$ cat src/rtl/rsp_pkg.sv
// Shared types, constants and GF(256) helper functions for the RS parity generator.
package rsp_pkg;

  // Default and largest supported parity length in bytes
  localparam int ParityBytesDefault = 48;
  localparam int MaxParityBytes     = 64;

  // Field polynomial x^8+x^4+x^3+x^2+1: low part and the bit that folds back
  localparam logic [7:0] FieldLowPoly = 8'h1D;
  localparam logic [7:0] FieldTopBit  = 8'h80;

  // Per-cycle control broadcast from the top level to every cell
  typedef struct packed {
    logic       step;   // a data byte is accepted: advance the remainder
    logic       load;   // last data byte: move remainder to output row, clear
    logic       shift;  // output byte taken: advance the output row
    logic [7:0] fb;     // feedback byte of the division
  } rsp_ctrl_t;

  // Multiply two field elements (shift-and-add, reduced by the field polynomial)
  function automatic logic [7:0] gf_mul(input logic [7:0] x, input logic [7:0] y);
    logic [7:0] a;
    logic [7:0] acc;
    a   = x;
    acc = 8'h00;
    for (int k = 0; k < 8; k++) begin
      if (y[k]) begin
        acc = acc ^ a;
      end
      if ((a & FieldTopBit) != 8'h00) begin
        a = {a[6:0], 1'b0} ^ FieldLowPoly;
      end else begin
        a = {a[6:0], 1'b0};
      end
    end
    return acc;
  endfunction

  // Coefficient k (leading term first) of the generator with roots alpha^0..alpha^(n-1)
  function automatic logic [7:0] gen_coef(input int n, input int k);
    logic [7:0] g [0:MaxParityBytes];
    logic [7:0] root;
    for (int i = 0; i <= MaxParityBytes; i++) begin
      g[i] = 8'h00;
    end
    g[0] = 8'h01;
    root = 8'h01;
    for (int i = 0; i < n; i++) begin
      for (int j = i + 1; j > 0; j--) begin
        g[j] = g[j] ^ gf_mul(g[j-1], root);
      end
      root = gf_mul(root, 8'h02);
    end
    return g[k];
  endfunction

endpackage

$ cat src/rtl/rsp_cell.sv
// One stage of the division register plus its slot in the parity output row.
module rsp_cell #(
  parameter logic [7:0] COEF = 8'h01
) (
  input  logic              clk_i,
  input  logic              rst_ni,
  input  rsp_pkg::rsp_ctrl_t ctrl_i,
  input  logic [7:0]        rem_up_i,   // remainder byte of the next higher cell
  input  logic [7:0]        par_up_i,   // output byte of the next higher cell
  output logic [7:0]        rem_o,
  output logic [7:0]        par_o
);
  import rsp_pkg::*;

  logic [7:0] rem_q, rem_d;
  logic [7:0] par_q, par_d;
  logic [7:0] rem_nxt;

  // Divide step: take the neighbor's byte and add the scaled feedback
  assign rem_nxt = rem_up_i ^ gf_mul(ctrl_i.fb, COEF);

  // Clear on the last byte, advance on every other accepted byte
  always_comb begin
    rem_d = rem_q;
    if (ctrl_i.load) begin
      rem_d = 8'h00;
    end else if (ctrl_i.step) begin
      rem_d = rem_nxt;
    end
  end

  // Capture the finished remainder, or shift the output row toward the port
  always_comb begin
    par_d = par_q;
    if (ctrl_i.load) begin
      par_d = rem_nxt;
    end else if (ctrl_i.shift) begin
      par_d = par_up_i;
    end
  end

  always_ff @(posedge clk_i or negedge rst_ni) begin
    if (!rst_ni) begin
      rem_q <= 8'h00;
    end else begin
      rem_q <= rem_d;
    end
  end

  always_ff @(posedge clk_i or negedge rst_ni) begin
    if (!rst_ni) begin
      par_q <= 8'h00;
    end else begin
      par_q <= par_d;
    end
  end

  assign rem_o = rem_q;
  assign par_o = par_q;

endmodule

$ cat src/rtl/reed_solomon_parity_gf256.sv
// Top level of the systematic Reed-Solomon parity generator over GF(256).
//
// Usage: data codewords enter on the s_axis channel, one byte per request,
// with tlast on the final byte of a block. Parity leaves on the m_axis
// channel, PARITY_BYTES bytes, highest order first, tlast on the final one.
// Throughput: one data byte per cycle while a last byte is not held off;
// one parity byte per cycle while m_axis_tready is high. The first
// parity byte is valid in the cycle after the last data byte is accepted.
// The remainder row of cells updates once per accepted byte; on the last
// byte it is copied into a separate output row and cleared, so the next
// block's data streams in while parity is still being shifted out. The
// last byte of a block is held off (tready low) until the final parity
// byte of the previous block is taken, in the same cycle at the earliest.
// Stall: when m_axis_tready is low the output row holds its place.
// Reset: the remainder clears and no parity is pending.
module reed_solomon_parity_gf256 #(
  parameter int PARITY_BYTES = rsp_pkg::ParityBytesDefault
) (
  input  logic       clk_i,
  input  logic       rst_ni,
  input  logic       s_axis_tvalid_i,
  output logic       s_axis_tready_o,
  input  logic [7:0] s_axis_tdata_i,   // [7:0] data_byte
  input  logic       s_axis_tlast_i,   // last_data
  output logic       m_axis_tvalid_o,
  input  logic       m_axis_tready_i,
  output logic [7:0] m_axis_tdata_o,   // [7:0] parity_byte
  output logic       m_axis_tlast_o    // last_parity
);
  import rsp_pkg::*;

  localparam int CntW = $clog2(PARITY_BYTES + 1);

  logic [7:0] rem [0:PARITY_BYTES];
  logic [7:0] par [0:PARITY_BYTES];
  logic [CntW-1:0] cnt_q, cnt_d;
  logic out_free;
  logic in_acc;
  logic out_acc;
  rsp_ctrl_t ctrl;

  // Zero enters the high end of both rows
  assign rem[PARITY_BYTES] = 8'h00;
  assign par[PARITY_BYTES] = 8'h00;

  // Accept a last byte only when the output row is empty or empties this cycle
  assign out_free        = (cnt_q == '0) || ((cnt_q == CntW'(1)) && m_axis_tready_i);
  assign s_axis_tready_o = !s_axis_tlast_i || out_free;
  assign in_acc          = s_axis_tvalid_i && s_axis_tready_o;
  assign out_acc         = m_axis_tvalid_o && m_axis_tready_i;

  // Broadcast control to the cells
  always_comb begin
    ctrl.step  = in_acc;
    ctrl.load  = in_acc && s_axis_tlast_i;
    ctrl.shift = out_acc;
    ctrl.fb    = s_axis_tdata_i ^ rem[0];
  end

  // Row of cells, cell 0 holds the highest-order byte
  for (genvar j = 0; j < PARITY_BYTES; j++) begin : g_cell
    rsp_cell #(
      .COEF(gen_coef(PARITY_BYTES, j + 1))
    ) u_cell (
      .clk_i   (clk_i),
      .rst_ni  (rst_ni),
      .ctrl_i  (ctrl),
      .rem_up_i(rem[j+1]),
      .par_up_i(par[j+1]),
      .rem_o   (rem[j]),
      .par_o   (par[j])
    );
  end

  // Track how many parity bytes remain in the output row
  always_comb begin
    cnt_d = cnt_q;
    if (ctrl.load) begin
      cnt_d = CntW'(PARITY_BYTES);
    end else if (out_acc) begin
      cnt_d = cnt_q - CntW'(1);
    end
  end

  always_ff @(posedge clk_i or negedge rst_ni) begin
    if (!rst_ni) begin
      cnt_q <= '0;
    end else begin
      cnt_q <= cnt_d;
    end
  end

  // Drive the output port from the low end of the output row
  assign m_axis_tvalid_o = (cnt_q != '0);
  assign m_axis_tdata_o  = par[0];
  assign m_axis_tlast_o  = (cnt_q == CntW'(1));

endmodule
$ cat config.mk
export PLATFORM = sky130hd
export DESIGN_NAME = reed_solomon_parity_gf256
export DESIGN_NICKNAME = d
export VERILOG_FILES = /design/src/rtl/rsp_pkg.sv /design/src/rtl/rsp_cell.sv /design/src/rtl/reed_solomon_parity_gf256.sv
export SDC_FILE = /design/constraint.sdc
export NUM_CORES = 1
export LEC_CHECK = 0
export ABC_CLOCK_PERIOD_IN_PS = 21300
export BUFFER_PORTS_ARGS = -buffer_cell sky130_fd_sc_hd__buf_2
export CORE_UTILIZATION = 70
export CTS_BUF_LIST = sky130_fd_sc_hd__clkbuf_8
export CTS_CLUSTER_DIAMETER = 80
export DETAILED_ROUTE_END_ITERATION = 8
export PLACE_DENSITY = 0.84
export SLEW_MARGIN = 20
export SYNTH_ARGS = -nofsm -noshare
export SYNTH_HDL_FRONTEND = slang
export SYNTH_HIERARCHICAL = 1
export SYNTH_SLANG_ARGS = --single-unit
$ cat constraint.sdc
create_clock -name clk_i -period 21.3 [get_ports clk_i]
set_clock_uncertainty 0.2 [all_clocks]
set_input_delay 3.195 -clock clk_i [delete_from_list [all_inputs] [get_ports clk_i]]
set_output_delay 3.195 -clock clk_i [all_outputs]
set_load 0.02 [all_outputs]
==> results.py <==
metrics = {
    "outcome": {
        "status": "complete, no violations",
    },
    "synthesis": {
        "yosysWarningCount": 6,
        "ys.flop_type": "sky130_fd_sc_hd__dfrtp_1",
        "syn-cell-area_um2": 45900,
        "yosys.area.top_type_share": 0.422,
        "synth.yosys.seq_area_share": 0.422,
        "yosysTopAreaCell": "sky130_fd_sc_hd__dfrtp_1",
        "synthesis.instances": 4111,
        "synth.avg_cell_area_um2": 11.2,
        "synth.lib_cells_used.distinct": 75,
        "number_of_enable_flip_flop_cells_after_synthesis": 0,
        "ys_ff_latch": 774,
        "yosys-top-cells-area": "sky130_fd_sc_hd__dfrtp_1, sky130_fd_sc_hd__xnor2_1, sky130_fd_sc_hd__a211oi_1, sky130_fd_sc_hd__xnor3_1, sky130_fd_sc_hd__mux2i_1",
        "synth-async-reset-ratio": 1.00,
    },
    "placement": {
        "io_buffer_count": 23,
        "place_area_um2": 46800,
        "gp_routability_congestion": 0.829,
        "detailedPlacementHpwl_mm": 57.5,
    },
    "routing": {
        "route.antenna.remaining_nets": 0,
        "num_vias": 31000,
        "dr.first_iter.drc_count": 2780,
        "post_drt_wl_per_cell_um": 20.1,
        "drt_first_pass_iters": 7,
        "remaining_drc_errors": 0,
        "detail_route.wirelength_mm": 101,
        "detail_route.vias_per_cell": 6.13,
    },
    "clocking": {
        "cts_sinks": 774,
        "tritoncts": "done",
        "clk_pin_slew_ps": 60,
        "tritoncts.num_buffers": 132,
        "post_cts_resize_count": 0,
        "cts_hold_buf": 0,
        "post-cts-setup-buffer-count": 0,
        "clk_path_buf_depth": 3,
        "cts.root.buffer_cell": "sky130_fd_sc_hd__clkbuf_8",
        "worst_skew_pair.late_latency_ps": 790,
        "cts_htree_levels": 4,
    },
    "die": {
        "floorplan.die_area_um2": 66600,
        "fp-row-count": 93,
        "placeableCoreArea_um2": 64600,
        "ios": 24,
        "die_w_um": 258,
        "initial_utilization": 0.710,
        "chipHeight_um": 258,
    },
    "setup_path": {
        "worstSetupPathType": "input pin to output port",
        "max_stage_delay_cell_worst_path": "sky130_fd_sc_hd__buf_2",
        "critical_path.reg2reg.startpoint": "cnt_q[2]",
        "crit_fanout": 6,
        "critical_path.most_common_cell": "sky130_fd_sc_hd__buf_2",
        "setup.worst_path.start_class": "input pin",
        "crit_path_start": "m_axis_tready_i",
        "cp_cell_sequence": "buf_2, a21oi_1, o21ai_1, buf_2",
        "crit_path_end_kind": "output port",
        "cp_data_arrival_time_ps": 3760,
        "worstPathRequired_ps": 17910,
        "crit_path_largest_cell_delay_ps": 190,
    },
    "final_layout": {
        "final_net_count": 4124,
        "final_core_util": 0.764,
        "mostFrequentLayoutCell": "sky130_fd_sc_hd__dfrtp_1",
        "layout_cells_sized_above_1": 0.104,
        "num-fill-cells": 4184,
        "final_cell_mix": "sky130_fd_sc_hd__dfrtp_1, sky130_fd_sc_hd__xnor2_1, sky130_fd_sc_hd__a211oi_1",
        "area_growth_syn_to_layout_pct": 7.58,
        "final_instance_area_um2": 49400,
    },
    "global_routing": {
        "global_route.overflow_total": 0,
        "grt_pass1_vias": 31300,
        "globalRouteTotalUtil": 0.312,
        "gr_met1_demand_resource": 0.449,
        "grt_start_max_net_pins": 218,
        "grt_util_met2": 0.493,
        "grt_use_met3": 0.0480,
        "grt_most_used_layer": "met2",
        "grt_antenna_before_repair": 1,
        "first_pass_grt_wire_length_mm": 167,
    },
    "sta": {
        "final.hold.worst_slack_ps": 293,
        "rsz_0062_raised_after_global_routing": "no",
        "worst_slew_margin_rel": 0.308,
        "hold_viol_final": 0,
        "max_slew.worst_pin.slew_ps": 1040,
        "totalNegativeSetupSlack_ps": 0,
        "setup_violations": 0,
        "slew_violations": 0,
        "finalCritPeriodShare": 0.336,
        "clock.fmax_mhz": 140,
        "post-route-min-period_ps": 7150,
    },
    "worst_hold_path": {
        "hold_crit_start": "g_cell[34].u_cell/rem_o[0]",
        "hold_path_class": "flip-flop to flip-flop",
    },
    "job": {
        "drv.max_cap_violation_count": 0,
    },
}
[synthesized netlist by cell type (all sizes together), types with 9 or more instances]
library cell  instances
a21oi               263
a21o                 17
xor2                190
nor2                343
nand3b               10
a211oi              434
mux2i               218
a22o                 20
xor3                 63
dfrtp               774
o21ai               157
inv                   9
clkbuf              149
nor2b               277
xnor3               154
a221o                17
nor3                 17
xnor2               590
buf                  79
nand3                42
nand2b               29
nand2               193
[worst paths after layout]
path	slack (ps)	cells past startpoint	to
setup / recovery	14150	4	s_axis_tready_o
hold / removal	290	2	g_cell[34].u_cell/rem_o[0]
setup reg to reg	15950	9	g_cell[0].u_cell/rem_o[7]
hold reg to reg	290	2	g_cell[34].u_cell/rem_o[0]
max in group asynchronous	15740	4	g_cell[2].u_cell/par_o[0]
min in group asynchronous	2220	1	cnt_q[0]
[critical path: cells and delay by family]
kind                   cells  cell delay [ps]
buffers and inverters      2              320
AO/OA/AOI/OAI              2              250
[through the flow]
| step | instances | setup WS, ps |
|---|---|---|
| 2_1_floorplan | 4126 | 7370 |
| 3_3_place_gp | 4830 | 13700 |
| 3_5_place_dp | 4830 | 13600 |
| 4_1_cts | 5052 | 14150 |
| 5_1_grt | 5053 | 14060 |
| 6_report | 5053 | 14150 |
[state kept, by name (all words and copies together) (netlist names)]
register and count:
cnt_q 6, g_cell.u_cell/par_o 384, g_cell.u_cell/rem_o 384
[layout make-up]
type                       instances  area (µm²)  area share
clock inverter                    60         309     0.00626
timing repair buffer              78         633      0.0128
multi-input combinational       3113       25700       0.521
antenna                            1        2.50   0.0000507
inverter                          10        45.0    0.000913
tap                              855        1070      0.0217
sequential                       774       19400       0.392
clock buffer                     162        2230      0.0452
[cell families after synthesis]
kind of cell | Yosys count | share of synthesized area
XOR/XNOR | 997 | 0.271
AND/OR/NAND/NOR | 953 | 0.101
AO/OA/AOI/OAI | 924 | 0.134
flip-flops | 774 | 0.422
buffers and inverters | 239 | 0.0225
multiplexers | 221 | 0.0483
adder cells (fa/ha/maj) | 2 | 0.000545
other | 1 | 0.0000817
[metal layers]
metal	wire (µm)	part of all wire	vias up
met2	48800	0.48	811
met4	2150	0.021	0
met3	4850	0.048	170
met5	0	0	-
met1	45700	0.45	15600
li1	-	-	14400
Power is not shown: default switching activity piles up to over one toggle a cycle in this logic, so the estimate is an artifact.
